==> config.mk <==
export PLATFORM = sky130hd
export DESIGN_NAME = icmp_reply_rtt_stats_flat
export DESIGN_NICKNAME = d
export VERILOG_FILES = /design/src/sv/irrs_pkg.sv /design/src/sv/irrs_if.sv /design/src/sv/irrs_rtt.sv /design/src/sv/irrs_div.sv /design/src/sv/icmp_reply_rtt_stats.sv /design/src/flat_wrapper.sv
export SDC_FILE = /design/constraint.sdc
export NUM_CORES = 2
export LEC_CHECK = 0
export ABC_AREA = 0
export BUFFER_PORTS_ARGS = -buffer_cell sky130_fd_sc_hd__buf_2
export CAP_MARGIN = 15
export CORE_AREA = 2 2 378 380
export DETAILED_ROUTE_END_ITERATION = 10
export DIE_AREA = 0 0 380 382
export GPL_TIMING_DRIVEN = 0
export SETUP_SLACK_MARGIN = 0.2
export SLEW_MARGIN = 20
export SYNTH_ARGS = -nofsm -noshare
export SYNTH_HDL_FRONTEND = slang
export SYNTH_SLANG_ARGS = --single-unit
export TNS_END_PERCENT = 30
==> constraint.sdc <==
create_clock -name clk -period 6.5 [get_ports clk]
set_input_delay 0.65 -clock clk [delete_from_list [all_inputs] [get_ports clk]]
set_output_delay 0.65 -clock clk [all_outputs]
set_load 0.005 [all_outputs]
==> src/sv/irrs_pkg.sv <==
// Shared types, constants and helpers for the ICMP reply RTT statistics block.
// No dependencies; every other file depends on this package.
package irrs_pkg;

	localparam int SUM_BITS  = 48;
	localparam int OUT_SUM_W = 48;
	localparam int RTT_W     = 32;
	localparam int CNT_W     = 32;
	localparam int SEC_W     = 32;
	localparam int USEC_W    = 20;
	localparam int ID_W      = 16;
	localparam int LEN_W     = 16;
	localparam int HW_W      = 4;
	localparam int BYTE_W    = 8;
	localparam int CFG_DATA_W = 16;

	localparam int USEC_PER_SEC  = 1000000;
	localparam int MIN_ICMP_LEN  = 8;
	localparam int MIN_REPLY_LEN = 16;

	localparam logic [BYTE_W-1:0] PROTO_ICMP        = 8'd1;
	localparam logic [BYTE_W-1:0] TYPE_ECHO_REPLY   = 8'd0;
	localparam logic [BYTE_W-1:0] TYPE_ECHO_REQUEST = 8'd8;

	typedef enum logic [1:0] {
		VERDICT_IGNORED = 2'd0,
		VERDICT_REPLY   = 2'd1,
		VERDICT_ERROR   = 2'd2
	} verdict_t;

	typedef enum logic [0:0] {
		REG_OWN_ID       = 1'b0,
		REG_VERBOSE_MODE = 1'b1
	} cfg_idx_t;

	typedef struct packed {
		logic [SEC_W-1:0]  send_sec;
		logic [USEC_W-1:0] send_usec;
		logic [SEC_W-1:0]  recv_sec;
		logic [USEC_W-1:0] recv_usec;
	} ts_t;

	typedef struct packed {
		logic                start;
		logic [SUM_BITS-1:0] dividend;
		logic [CNT_W-1:0]    divisor;
	} div_req_t;

	function automatic logic [SUM_BITS-1:0] sat_add(
		input logic [SUM_BITS-1:0] a,
		input logic [SUM_BITS-1:0] b
	);
		logic [SUM_BITS:0] s;
		s = {1'b0, a} + {1'b0, b};
		return s[SUM_BITS] ? {SUM_BITS{1'b1}} : s[SUM_BITS-1:0];
	endfunction

endpackage

==> src/sv/irrs_if.sv <==
// Valid/ready channel interfaces for packet beats in and statistics beats out.
// Depends on irrs_pkg.
interface irrs_in_if;
	logic                          valid;
	logic                          ready;
	logic [irrs_pkg::HW_W-1:0]     header_words;
	logic [irrs_pkg::BYTE_W-1:0]   protocol;
	logic [irrs_pkg::LEN_W-1:0]    packet_len;
	logic [irrs_pkg::BYTE_W-1:0]   msg_type;
	logic [irrs_pkg::ID_W-1:0]     icmp_ident;
	logic [irrs_pkg::ID_W-1:0]     inner_echo_id;
	logic [irrs_pkg::SEC_W-1:0]    send_sec;
	logic [irrs_pkg::USEC_W-1:0]   send_usec;
	logic [irrs_pkg::SEC_W-1:0]    recv_sec;
	logic [irrs_pkg::USEC_W-1:0]   recv_usec;

	modport source (output valid, header_words, protocol, packet_len, msg_type, icmp_ident,
		inner_echo_id, send_sec, send_usec, recv_sec, recv_usec, input ready);
	modport sink (input valid, header_words, protocol, packet_len, msg_type, icmp_ident,
		inner_echo_id, send_sec, send_usec, recv_sec, recv_usec, output ready);
endinterface

interface irrs_out_if;
	logic                              valid;
	logic                              ready;
	logic [1:0]                        verdict;
	logic [irrs_pkg::RTT_W-1:0]        rtt_us;
	logic [irrs_pkg::CNT_W-1:0]        received_total;
	logic [irrs_pkg::CNT_W-1:0]        error_total;
	logic [irrs_pkg::RTT_W-1:0]        rtt_minimum;
	logic [irrs_pkg::RTT_W-1:0]        rtt_maximum;
	logic [irrs_pkg::OUT_SUM_W-1:0]    rtt_total;
	logic [irrs_pkg::OUT_SUM_W-1:0]    deviation_total;

	modport source (output valid, verdict, rtt_us, received_total, error_total, rtt_minimum,
		rtt_maximum, rtt_total, deviation_total, input ready);
	modport sink (input valid, verdict, rtt_us, received_total, error_total, rtt_minimum,
		rtt_maximum, rtt_total, deviation_total, output ready);
endinterface

==> src/sv/irrs_rtt.sv <==
// Three-stage round-trip time unit: timestamp differences, scale seconds, add and clamp.
// Depends on irrs_pkg.
module irrs_rtt (
	input  logic                       clk,
	input  logic                       arst_n,
	input  logic                       start,
	input  irrs_pkg::ts_t              ts,
	output logic                       done,
	output logic [irrs_pkg::RTT_W-1:0] rtt
);
	import irrs_pkg::*;

	localparam int DS_W   = SEC_W + 1;
	localparam int DU_W   = USEC_W + 1;
	localparam int PROD_W = DS_W + DU_W;
	localparam logic signed [DU_W-1:0] USEC_S = DU_W'(USEC_PER_SEC);

	logic                     v_s1, v_s2, v_s3;
	logic signed [DS_W-1:0]   ds_s1;
	logic signed [DU_W-1:0]   du_s1, du_s2;
	logic signed [PROD_W-1:0] prod_s2;
	logic [RTT_W-1:0]         rtt_s3;
	logic signed [PROD_W:0]   t;

	always_comb begin
		t = {prod_s2[PROD_W-1], prod_s2} + {{(PROD_W+1-DU_W){du_s2[DU_W-1]}}, du_s2};
	end

	always_ff @(posedge clk or negedge arst_n) begin
		if (!arst_n) begin
			v_s1 <= 1'b0;
			v_s2 <= 1'b0;
			v_s3 <= 1'b0;
		end else begin
			v_s1 <= start;
			v_s2 <= v_s1;
			v_s3 <= v_s2;
		end
	end

	always_ff @(posedge clk) begin
		ds_s1   <= {1'b0, ts.recv_sec} - {1'b0, ts.send_sec};
		du_s1   <= {1'b0, ts.recv_usec} - {1'b0, ts.send_usec};
		prod_s2 <= ds_s1 * USEC_S;
		du_s2   <= du_s1;
		// clamp negative to zero, saturate above 32 bits
		if (t[PROD_W])
			rtt_s3 <= '0;
		else if (|t[PROD_W-1:RTT_W])
			rtt_s3 <= {RTT_W{1'b1}};
		else
			rtt_s3 <= t[RTT_W-1:0];
	end

	assign done = v_s3;
	assign rtt  = rtt_s3;

endmodule

==> src/sv/irrs_div.sv <==
// Serial restoring divider, one quotient bit per cycle, for the running mean.
// Depends on irrs_pkg.
module irrs_div (
	input  logic                          clk,
	input  logic                          arst_n,
	input  irrs_pkg::div_req_t            req,
	output logic                          done,
	output logic [irrs_pkg::SUM_BITS-1:0] quotient
);
	import irrs_pkg::*;

	localparam int STEP_W = $clog2(SUM_BITS);

	logic [SUM_BITS-1:0] quo_q;
	logic [CNT_W-1:0]    rem_q;
	logic [CNT_W-1:0]    dvs_q;
	logic [STEP_W-1:0]   step_q;
	logic                busy_q;
	logic                done_q;
	logic [CNT_W:0]      trial;
	logic [CNT_W:0]      diff;
	logic                fits;

	always_comb begin
		trial = {rem_q, quo_q[SUM_BITS-1]};
		diff  = trial - {1'b0, dvs_q};
		fits  = trial >= {1'b0, dvs_q};
	end

	always_ff @(posedge clk or negedge arst_n) begin
		if (!arst_n) begin
			busy_q <= 1'b0;
			done_q <= 1'b0;
			step_q <= '0;
		end else begin
			done_q <= 1'b0;
			if (req.start) begin
				busy_q <= 1'b1;
				step_q <= STEP_W'(SUM_BITS - 1);
			end else if (busy_q) begin
				if (step_q == '0) begin
					busy_q <= 1'b0;
					done_q <= 1'b1;
				end else begin
					step_q <= step_q - 1'b1;
				end
			end
		end
	end

	always_ff @(posedge clk) begin
		if (req.start) begin
			quo_q <= req.dividend;
			rem_q <= '0;
			dvs_q <= req.divisor;
		end else if (busy_q) begin
			rem_q <= fits ? diff[CNT_W-1:0] : trial[CNT_W-1:0];
			quo_q <= {quo_q[SUM_BITS-2:0], fits};
		end
	end

	assign done     = done_q;
	assign quotient = quo_q;

endmodule

==> src/sv/icmp_reply_rtt_stats.sv <==
// Ping round-trip statistics over received IPv4/ICMP header beats. One packet beat is
// taken at a time; ignored packets and counted error messages go straight to the output
// state, a counted echo reply first through the RTT unit, the update, the serial divider
// that forms the running mean and the deviation sum. The next packet beat is taken once
// the current one has been handed to the output register.
module icmp_reply_rtt_stats (
	input  logic                            clk,
	input  logic                            arst_n,
	input  logic                            cfg_we,
	input  irrs_pkg::cfg_idx_t              cfg_index,
	input  logic [irrs_pkg::CFG_DATA_W-1:0] cfg_data,
	irrs_in_if.sink                         pkt,
	irrs_out_if.source                      res
);
	import irrs_pkg::*;

	typedef enum logic [6:0] {
		S_IDLE  = 7'b0000001,
		S_RTT   = 7'b0000010,
		S_UPD   = 7'b0000100,
		S_DIVGO = 7'b0001000,
		S_DIV   = 7'b0010000,
		S_DEV   = 7'b0100000,
		S_OUT   = 7'b1000000
	} state_t;

	state_t              state_q;
	logic [ID_W-1:0]     own_id_q;
	logic                verbose_q;
	logic [CNT_W-1:0]    rcv_q, err_q;
	logic [RTT_W-1:0]    min_q, max_q, rtt_q;
	logic [SUM_BITS-1:0] sum_q, dev_sum_q, mean_q;
	verdict_t            verdict_q;
	logic                out_valid_q;
	logic [1:0]          o_verdict_q;
	logic [RTT_W-1:0]    o_rtt_q, o_min_q, o_max_q;
	logic [CNT_W-1:0]    o_rcv_q, o_err_q;
	logic [OUT_SUM_W-1:0] o_sum_q, o_dev_q;

	logic [LEN_W:0]      plen, lim_icmp, lim_reply;
	logic                icmp_ok, reply_ok, err_ok, out_free;
	ts_t                 ts;
	logic                rtt_done;
	logic [RTT_W-1:0]    rtt_val;
	div_req_t            div_req;
	logic                div_done;
	logic [SUM_BITS-1:0] div_quo;
	logic [SUM_BITS-1:0] rtt_ext, dev;

	always_comb begin
		plen      = {1'b0, pkt.packet_len};
		lim_icmp  = (LEN_W+1)'({pkt.header_words, 2'b00}) + (LEN_W+1)'(MIN_ICMP_LEN);
		lim_reply = (LEN_W+1)'({pkt.header_words, 2'b00}) + (LEN_W+1)'(MIN_REPLY_LEN);
		icmp_ok   = (pkt.protocol == PROTO_ICMP) && (plen >= lim_icmp)
			&& (pkt.msg_type != TYPE_ECHO_REQUEST);
		reply_ok  = icmp_ok && (pkt.msg_type == TYPE_ECHO_REPLY)
			&& (pkt.icmp_ident == own_id_q) && (plen >= lim_reply);
		err_ok    = icmp_ok && (pkt.msg_type != TYPE_ECHO_REPLY) && verbose_q
			&& (pkt.inner_echo_id == own_id_q);
		ts.send_sec  = pkt.send_sec;
		ts.send_usec = pkt.send_usec;
		ts.recv_sec  = pkt.recv_sec;
		ts.recv_usec = pkt.recv_usec;
		div_req.start    = (state_q == S_DIVGO);
		div_req.dividend = sum_q;
		div_req.divisor  = rcv_q;
		rtt_ext  = SUM_BITS'(rtt_q);
		dev      = (mean_q >= rtt_ext) ? (mean_q - rtt_ext) : (rtt_ext - mean_q);
		out_free = !out_valid_q || res.ready;
	end

	assign pkt.ready = (state_q == S_IDLE);

	irrs_rtt u_rtt (
		.clk    (clk),
		.arst_n (arst_n),
		.start  (pkt.valid && pkt.ready && reply_ok),
		.ts     (ts),
		.done   (rtt_done),
		.rtt    (rtt_val)
	);

	irrs_div u_div (
		.clk      (clk),
		.arst_n   (arst_n),
		.req      (div_req),
		.done     (div_done),
		.quotient (div_quo)
	);

	always_ff @(posedge clk or negedge arst_n) begin
		if (!arst_n) begin
			state_q     <= S_IDLE;
			own_id_q    <= '0;
			verbose_q   <= 1'b0;
			rcv_q       <= '0;
			err_q       <= '0;
			min_q       <= '0;
			max_q       <= '0;
			sum_q       <= '0;
			dev_sum_q   <= '0;
			mean_q      <= '0;
			rtt_q       <= '0;
			verdict_q   <= VERDICT_IGNORED;
			out_valid_q <= 1'b0;
			o_verdict_q <= '0;
			o_rtt_q     <= '0;
			o_rcv_q     <= '0;
			o_err_q     <= '0;
			o_min_q     <= '0;
			o_max_q     <= '0;
			o_sum_q     <= '0;
			o_dev_q     <= '0;
		end else begin
			if (cfg_we) begin
				case (cfg_index)
					REG_OWN_ID:       own_id_q  <= cfg_data[ID_W-1:0];
					REG_VERBOSE_MODE: verbose_q <= cfg_data[0];
					default: ;
				endcase
			end
			if (state_q == S_OUT && out_free)
				out_valid_q <= 1'b1;
			else if (res.valid && res.ready)
				out_valid_q <= 1'b0;
			case (state_q)
				S_IDLE: begin
					if (pkt.valid) begin
						rtt_q <= '0;
						if (reply_ok) begin
							verdict_q <= VERDICT_REPLY;
							state_q   <= S_RTT;
						end else if (err_ok) begin
							verdict_q <= VERDICT_ERROR;
							rcv_q     <= (rcv_q == '1) ? rcv_q : rcv_q + 1'b1;
							err_q     <= (err_q == '1) ? err_q : err_q + 1'b1;
							state_q   <= S_OUT;
						end else begin
							verdict_q <= VERDICT_IGNORED;
							state_q   <= S_OUT;
						end
					end
				end
				S_RTT: begin
					if (rtt_done) begin
						rtt_q   <= rtt_val;
						state_q <= S_UPD;
					end
				end
				S_UPD: begin
					rcv_q <= (rcv_q == '1) ? rcv_q : rcv_q + 1'b1;
					if (rtt_q < min_q || min_q == '0)
						min_q <= rtt_q;
					if (rtt_q > max_q)
						max_q <= rtt_q;
					sum_q   <= sat_add(sum_q, rtt_ext);
					state_q <= S_DIVGO;
				end
				S_DIVGO: state_q <= S_DIV;
				S_DIV: begin
					if (div_done) begin
						mean_q  <= div_quo;
						state_q <= S_DEV;
					end
				end
				S_DEV: begin
					dev_sum_q <= sat_add(dev_sum_q, dev);
					state_q   <= S_OUT;
				end
				S_OUT: begin
					if (out_free) begin
						o_verdict_q <= verdict_q;
						o_rtt_q     <= rtt_q;
						o_rcv_q     <= rcv_q;
						o_err_q     <= err_q;
						o_min_q     <= min_q;
						o_max_q     <= max_q;
						o_sum_q     <= OUT_SUM_W'(sum_q);
						o_dev_q     <= OUT_SUM_W'(dev_sum_q);
						state_q     <= S_IDLE;
					end
				end
				default: state_q <= S_IDLE;
			endcase
		end
	end

	assign res.valid           = out_valid_q;
	assign res.verdict         = o_verdict_q;
	assign res.rtt_us          = o_rtt_q;
	assign res.received_total  = o_rcv_q;
	assign res.error_total     = o_err_q;
	assign res.rtt_minimum     = o_min_q;
	assign res.rtt_maximum     = o_max_q;
	assign res.rtt_total       = o_sum_q;
	assign res.deviation_total = o_dev_q;

	a_busy_after_accept: assert property (@(posedge clk) disable iff (!arst_n)
		pkt.valid && pkt.ready |=> !pkt.ready)
		else $error("packet beat taken while busy");
	a_div_done_in_div: assert property (@(posedge clk) disable iff (!arst_n)
		div_done |-> state_q == S_DIV)
		else $error("divider finished outside division");
	a_rtt_done_in_rtt: assert property (@(posedge clk) disable iff (!arst_n)
		rtt_done |-> state_q == S_RTT)
		else $error("rtt unit finished outside rtt state");
	a_err_le_rcv: assert property (@(posedge clk) disable iff (!arst_n)
		err_q <= rcv_q)
		else $error("error count exceeds receive count");
	a_min_le_max: assert property (@(posedge clk) disable iff (!arst_n)
		min_q != '0 |-> min_q <= max_q)
		else $error("minimum rtt above maximum rtt");

endmodule
==> src/flat_wrapper.sv <==
// flat-port wrapper written by rule: the top's interface ports become plain ports
module icmp_reply_rtt_stats_flat import irrs_pkg::*;
  (clk, arst_n, cfg_we, cfg_index, cfg_data, pkt_valid, pkt_header_words, pkt_protocol, pkt_packet_len, pkt_msg_type, pkt_icmp_ident, pkt_inner_echo_id, pkt_send_sec, pkt_send_usec, pkt_recv_sec, pkt_recv_usec, pkt_ready, res_valid, res_verdict, res_rtt_us, res_received_total, res_error_total, res_rtt_minimum, res_rtt_maximum, res_rtt_total, res_deviation_total, res_ready);
  irrs_in_if pkt_i ();
  irrs_out_if res_i ();
  input  logic clk;
  input  logic arst_n;
  input  logic cfg_we;
  input  irrs_pkg::cfg_idx_t cfg_index;
  input  logic [irrs_pkg::CFG_DATA_W-1:0] cfg_data;
  input wire logic [$bits(pkt_i.valid)-1:0] pkt_valid;
  input wire logic [$bits(pkt_i.header_words)-1:0] pkt_header_words;
  input wire logic [$bits(pkt_i.protocol)-1:0] pkt_protocol;
  input wire logic [$bits(pkt_i.packet_len)-1:0] pkt_packet_len;
  input wire logic [$bits(pkt_i.msg_type)-1:0] pkt_msg_type;
  input wire logic [$bits(pkt_i.icmp_ident)-1:0] pkt_icmp_ident;
  input wire logic [$bits(pkt_i.inner_echo_id)-1:0] pkt_inner_echo_id;
  input wire logic [$bits(pkt_i.send_sec)-1:0] pkt_send_sec;
  input wire logic [$bits(pkt_i.send_usec)-1:0] pkt_send_usec;
  input wire logic [$bits(pkt_i.recv_sec)-1:0] pkt_recv_sec;
  input wire logic [$bits(pkt_i.recv_usec)-1:0] pkt_recv_usec;
  output wire logic [$bits(pkt_i.ready)-1:0] pkt_ready;
  output wire logic [$bits(res_i.valid)-1:0] res_valid;
  output wire logic [$bits(res_i.verdict)-1:0] res_verdict;
  output wire logic [$bits(res_i.rtt_us)-1:0] res_rtt_us;
  output wire logic [$bits(res_i.received_total)-1:0] res_received_total;
  output wire logic [$bits(res_i.error_total)-1:0] res_error_total;
  output wire logic [$bits(res_i.rtt_minimum)-1:0] res_rtt_minimum;
  output wire logic [$bits(res_i.rtt_maximum)-1:0] res_rtt_maximum;
  output wire logic [$bits(res_i.rtt_total)-1:0] res_rtt_total;
  output wire logic [$bits(res_i.deviation_total)-1:0] res_deviation_total;
  input wire logic [$bits(res_i.ready)-1:0] res_ready;
  assign pkt_i.valid = pkt_valid;
  assign pkt_i.header_words = pkt_header_words;
  assign pkt_i.protocol = pkt_protocol;
  assign pkt_i.packet_len = pkt_packet_len;
  assign pkt_i.msg_type = pkt_msg_type;
  assign pkt_i.icmp_ident = pkt_icmp_ident;
  assign pkt_i.inner_echo_id = pkt_inner_echo_id;
  assign pkt_i.send_sec = pkt_send_sec;
  assign pkt_i.send_usec = pkt_send_usec;
  assign pkt_i.recv_sec = pkt_recv_sec;
  assign pkt_i.recv_usec = pkt_recv_usec;
  assign pkt_ready = pkt_i.ready;
  assign res_valid = res_i.valid;
  assign res_verdict = res_i.verdict;
  assign res_rtt_us = res_i.rtt_us;
  assign res_received_total = res_i.received_total;
  assign res_error_total = res_i.error_total;
  assign res_rtt_minimum = res_i.rtt_minimum;
  assign res_rtt_maximum = res_i.rtt_maximum;
  assign res_rtt_total = res_i.rtt_total;
  assign res_deviation_total = res_i.deviation_total;
  assign res_i.ready = res_ready;
  icmp_reply_rtt_stats u_core (.clk(clk), .arst_n(arst_n), .cfg_we(cfg_we), .cfg_index(cfg_index), .cfg_data(cfg_data), .pkt(pkt_i), .res(res_i));
endmodule
# After elaboration in Yosys (flattened, before gate mapping)
# Cells that the tools add are included.
# word_totals
word_cells,148
out_inout_bits,260
inputBits,194
reg_bits,867
# op_classes
n_lt_le_gt_ge,6
add_sub_neg,13
n_mux,34
bitwise_logic,3
multipliers,1
reduce_logical,36
eq_ne,20
# op_table
operator,count
32-bit two-way mux,8
48-bit two-way mux,5
32-bit case mux with 2 select lines,2
32-bit by 1-bit adder with 32-bit output (second input constant),2
32-bit equality test (second input constant),2
54-bit by 21-bit adder with 55-bit output,1
48-bit by 32-bit adder with 49-bit output,1
48-bit by 48-bit adder with 49-bit output,1
7-bit case mux with 7 select lines,1
48-bit by 32-bit >= comparator with 1-bit output,1
33-bit by 15-bit multiplier with 48-bit output (second input constant),1
32-bit by 48-bit subtractor with 48-bit output,1
48-bit by 32-bit subtractor with 48-bit output,1
7-bit two-way mux,5
16-bit by 17-bit >= comparator with 1-bit output,2
33-bit by 32-bit >= comparator with 1-bit output,1
32-bit by 32-bit subtractor with 33-bit output,1
16-bit equality test,2
32-bit greater-than comparator,1
32-bit zero test,1
32-bit less-than comparator,1
32-bit subtractor,1
22-bit OR reduction,1
20-bit by 20-bit subtractor with 21-bit output,1
other kinds (29),69

# Longest topological paths before layout
# depth
word_depth,11
depth_mapped,31
mapped_depth_nobuf,27

# Hierarchy
# From an unflattened synthesis, not the netlist that was laid out.
# hier_totals
hier_cells,5824
area_unflattened_um2,57028.4
# by_module_without_submodules
module,cells_per_inst,seq_area_each_um2,n_inst,area_each_um2
icmp_reply_rtt_stats,3337,14740.4,1,32857.8
irrs_rtt,1805,3178.0,1,17051.4
irrs_div,682,3243.1,1,7119.3

# Worst setup path before layout
# OpenSTA, ideal clock, no wires.
# synth_timing
path_type,reg-to-reg
startpoint,register u_core.rtt_q[1]
endpoint,register u_core.dev_sum_q[10]
slack_ns,0.275
stages_incl_launch_ff,29
setup_ns,0.137
t_arrival_ns,6.088
synth_period_minus_slack_ns,6.225
n_path_buf,4
t_required_ns,6.363
cell_sequence,dfrtp_1 > inv_1 > fa_1 > a21o_1 > a21oi_1 > o221ai_1 > a221oi_1 > o2111a_1 > o31ai_2 > nor2_1 > clkbuf_1 > buf_1 > a21oi_1 > a21oi_1 > xnor2_1 > ha_1 > o21a_1 > o31a_1 > o211a_1 > o31a_1 > nor2_1 > o2111a_1 > o41ai_2 > a21boi_0 > o21ai_0 > nand2b_1 > clkbuf_1 > clkbuf_1 > a21oi_1
# synth_between
elab_chain_cells,4
word_cells_on_any_way,6
classes_between,3 x add/sub; 1 x order compare; 2 x mux
# synth_rtl
item,line_no,source
"start, declared",icmp_reply_rtt_stats.sv:31,"logic [RTT_W-1:0] min_q, max_q, rtt_q;"
"start signal, assigned",icmp_reply_rtt_stats.sv:146,rtt_q <= rtt_val;
32-bit by 48-bit subtractor with 48-bit output (tied with other cells),icmp_reply_rtt_stats.sv:68,dev = (mean_q >= rtt_ext) ? (mean_q - rtt_ext) : (rtt_ext - mean_q);
48-bit two-way mux (*),icmp_reply_rtt_stats.sv:68,
48-bit by 48-bit adder with 49-bit output (*),irrs_pkg.sv:54,"s = {1'b0, a} + {1'b0, b};"
48-bit two-way mux (*),irrs_pkg.sv:55,return s[SUM_BITS] ? {SUM_BITS{1'b1}} : s[SUM_BITS-1:0];
"end signal, assigned",icmp_reply_rtt_stats.sv:167,"dev_sum_q <= sat_add(dev_sum_q, dev);"
"end, declared",icmp_reply_rtt_stats.sv:32,"logic [SUM_BITS-1:0] sum_q, dev_sum_q, mean_q;"
# Mark *: on every way between the ends. The rest lies on a longest branch, timed or not.
# A chain may end at the register's enable or synchronous reset.

# Worst setup path after layout
# layout_timing
startpoint,register u_core.rtt_q[22]
endpoint,register u_core.dev_sum_q[32]
# Same word-level chain as after synthesis.

==> reports/metrics.csv <==
stage,metric,value,unit
outcome,run status,completed,
synthesis,syn_area_per_cell,9.68,µm²
cells_and_area,synth-to-layout area growth,17.4,%
synthesis,Area contributors post-synth,"dfrtp_1 (27%), ha_1 (13%), dfxtp_1 (6.7%)",
drt,drt drc,0,
power_and_ir_drop,Switching Share,45.0,%
power_and_ir_drop,VDD IR-drop max,0.00108,V
synthesis,adder-cell share of the synthesized area,18.5,%
floorplan,Cell Rows,138,
synthesis,Yosys warnings,0,
power_and_ir_drop,internal power,20.6,mW
cells_and_area,design area,65700,µm²
timing,# setup viols final,0,
floorplan,Initial Utilization,39.7,%
synthesis,Synth Area in Compound Gates,14.8,%
synthesis,"area leader, netlist",dfrtp_1,
timing,Worst Max-Slew Pin Slew,1.18,ns
floorplan,Die X-Extent,380,µm
synthesis,simple-gate share of the synthesized area,12.3,%
power_and_ir_drop,static leakage,33.1,nW
worst_hold_path,worst hold path class,in -> reg,
global_route,initial antenna violation count,3,
setup_path,RR Endpoint,u_core.dev_sum_q[32],
setup_path,r2r setup slk,0.20,ns
timing,setup_tns,0,ns
timing,crit share post-route,96.9,%
cells_and_area,NumNets Final,7328,
drt,Iter 0 DRT Violations,2532,
clock_network,CTS Sinks,867,
timing,final hold viol count,0,
global_route,GRT overflow,0,
floorplan,die height,382,µm
synthesis,Mapped Cells,5784,
global_route,first-pass GRT wire length,254000,µm
power_and_ir_drop,total power,37.4,mW
floorplan,core area,141000,µm²
setup_path,"Max FO, Critical Path",10,
setup_path,Critical Path End Type,flip-flop,
synthesis,"FFs w/ async S/R, synth",69.2,%
setup_path,Critical R2R Launch,u_core.rtt_q[22],
synthesis,"count leader, synth",dfrtp_1,
synthesis,post-synthesis mux area share,6.15,%
clock_network,Worst-Skew Late Latency,0.75,ns
drt,via count,44200,
setup_path,"slowest stage cell, crit path",dfrtp_1,
setup_path,CP Cell Sequence,"inv_1, ha_1, a21o_1, a21oi_1, o21a_1, o2111a_1, o31ai_4, or2_4, buf_12, buf_12, mux2i_2, xnor2_1, ha_1, nor2b_4, o31a_1, o211a_4, o31a_1, a211o_1, a221o_1, a21o_1, a21oi_4, buf_4, xor2_1, a21oi_2",
clock_network,CTS Buf Count,96,
timing,min cycle time layout,6.30,ns
global_route,GR Util All Layers,22.3,%
floorplan,I/O pin count,454,
setup_path,"CP delay by family, top",compound AO/OA/AOI/OAI gates,
power_and_ir_drop,clock share of power,15.8,%
synthesis,synthesized area,56000,µm²
synthesis,area share of the largest cell type after synthesis,26.8,%
drt,Final ANT Viol Nets,0,
synthesis,top_reg_cell synth,dfrtp_1,
setup_path,CP arrival,6.93,ns
synthesis,main combinational cell family by area after synthesis,adder cells,
clock_network,Clock transition at path regs,0.06,ns
setup_path,Setup crit end,u_core.dev_sum_q[32],
cells_and_area,share of cells above drive strength 1,17.7,%
placement,I/O Buffers,453,
placement,HPWL after DPL,132000,µm
drt,DR pass1 iterations,5,
setup_path,max incr delay on CP,0.68,ns
placement,Placement Cell Area,60900,µm²
setup_path,WP depth,24,
power_and_ir_drop,combinational fraction of design power,66.6,%
timing,Max Freq,159,MHz
synthesis,post-synthesis xor/xnor area fraction,5.48,%
setup_path,crit path buf inv count,4,
setup_path,WS Path Type,reg -> reg,
synthesis,commonest cells in the netlist,"dfrtp_1 (599), nand2_1 (591), ha_1 (569), inv_1 (540), a21oi_1 (388)",
timing,hold slack,0.156,ns
drt,routed len/inst,19.8,µm
synthesis,"Distinct cells, synth",87,
global_route,largest net degree at the start of global routing,101,
timing,clock skew,0.0459,ns
synthesis,Seq cells post-synth,867,
placement,gpl congestion,0.939,
timing,RSZ-0062 raised after global routing,yes,
floorplan,Die Area,145000,µm²
synthesis,"Seq/Total Area, Yosys",37.8,%
timing,fin. max-slew vios,0,
setup_path,CP Data Required Time,7.13,ns
drt,WL final,165000,µm
setup_path,critical path launch point type,flip-flop,
clock_network,CTS tree,yes,
setup_path,Critical path origin,u_core.rtt_q[22],
clock_network,CTS Buffer Depth,3,
global_route,vias in the first global route,43700,
synthesis,syn nets,6710,
clock_network,H-tree depth,3,
timing,Slew HR,20.8,%
setup_path,reg2reg path depth,24,
power_and_ir_drop,Pwr Density,569,nW/µm²
flow_run,max_cap viols,0,
drt,Avg Vias per Cell,5.28,
clock_network,Root Buffer,clkbuf_16,
synthesis,number of synthesized flops with an enable pin,80,
power_and_ir_drop,Flop pwr share,17.6,%
power_and_ir_drop,sw power,16.8,mW
## final cells by class
| type | count | area, µm² |
|---|---|---|
| sequential | 867 | 21200 |
| multi-input combinational | 4196 | 32700 |
| buffer | 180 | 922 |
| fill | 13500 | 75200 |
| timing repair buffer | 520 | 3000 |
| clock inverter | 55 | 749 |
| antenna | 2 | 5.00 |
| inverter | 541 | 2030 |
| tap | 1890 | 2360 |
| clock buffer | 127 | 2750 |
## kinds of logic (layout without fill, tap and decap cells)
family,count (synthesis),count (layout)
multiplexers,315,315
flip-flops,867,867
adder cells (fa/ha/maj),732,732
XOR/XNOR,350,350
AO/OA/AOI/OAI,1322,1322
buffers and inverters,721,1423
AND/OR/NAND/NOR,1477,1477
other,0,2
## power groups by stage
stage	Sequential [mW]	Clock [mW]	Combinational [mW]
2_1_floorplan	6.56	0	19.5
3_5_place_dp	6.68	0	24.5
4_1_cts	6.58	6.04	24.9
6_report	6.57	5.91	24.9
5_1_grt	6.62	6.27	28.8
3_3_place_gp	6.68	0	24.4
## worst min path at each step
stage                           start                      to  slack, ns  cells past startpoint
6_report                 cfg_data[11]     u_core.own_id_q[11]       0.16                      2
5_1_grt                   cfg_data[8]      u_core.own_id_q[8]       0.14                      2
4_1_cts                  cfg_data[11]     u_core.own_id_q[11]       0.11                      2
3_5_place_dp   u_core.u_rtt.du_s1[11]  u_core.u_rtt.du_s2[11]       0.31                      0
3_3_place_gp    u_core.u_rtt.du_s1[1]   u_core.u_rtt.du_s2[1]       0.31                      0
2_1_floorplan   u_core.u_rtt.du_s1[0]   u_core.u_rtt.du_s2[0]       0.31                      0
## per-layer routing
layer / vias up / track usage [%] / wire, µm
met5: - / 0 / 9
met1: 21500 / 28.8 / 72500
met4: 2 / 7.70 / 5710
met2: 1003 / 38.3 / 79900
met3: 251 / 2.98 / 7390
li1: 21500 / - / -
## stage by stage
step	util, %	cells	worst slack [ns]
after floorplan	-	5784	0.275
after global placement	43.0	8127	-7.94
after detailed placement	43.2	8135	-3.30
after CTS	46.2	8351	0.181
after global routing	46.6	8377	0.0390
final	46.6	8378	0.200
## state kept, by name, summed over array words and instances (netlist names), 33 cells and up
register,flops
u_core.dev_sum_q,48
u_core.mean_q,48
u_core.res.deviation_total,48
u_core.res.rtt_total,48
u_core.sum_q,48
u_core.u_div.quotient,48
u_core.u_rtt.ds_s1,33
u_core.u_rtt.prod_s2,48
## repair_timing
item                       4_1_cts  5_1_grt
gates cloned                     2        2
setup buffers                   31       23
pin swaps                       25       55
hold buffers                     1        0
setup endpoints to repair       50       53
gates resized for setup        120      128
hold endpoints to repair        34        0
## cell usage in the layout, fill, tap and decap left out, types with 33 or more instances in the layout
cell / netlist / final
a211oi_1: 47 / 38
a21o_1: 188 / 188
a21oi_1: 388 / 351
a21oi_2: 25 / 59
a31oi_1: 35 / 33
and3_1: 59 / 57
buf_2: 9 / 459
buf_4: 2 / 51
clkbuf_1: 158 / 142
clkbuf_16: 0 / 103
dfrtp_1: 599 / 577
dfxtp_1: 187 / 179
edfxtp_1: 80 / 80
fa_1: 163 / 162
ha_1: 569 / 560
inv_1: 540 / 536
mux2_2: 232 / 232
mux2i_1: 83 / 82
nand2_1: 591 / 591
nand2b_1: 49 / 49
nand3_1: 112 / 112
nand4_1: 67 / 67
nor2_1: 297 / 291
nor2b_1: 35 / 34
nor3_1: 116 / 113
nor4_1: 40 / 40
o211ai_1: 33 / 33
o21a_1: 50 / 49
o21ai_0: 344 / 333
o21bai_1: 39 / 39
xnor2_1: 208 / 206
xor2_1: 142 / 140
Note: power is estimated with default switching activity, not from simulation.
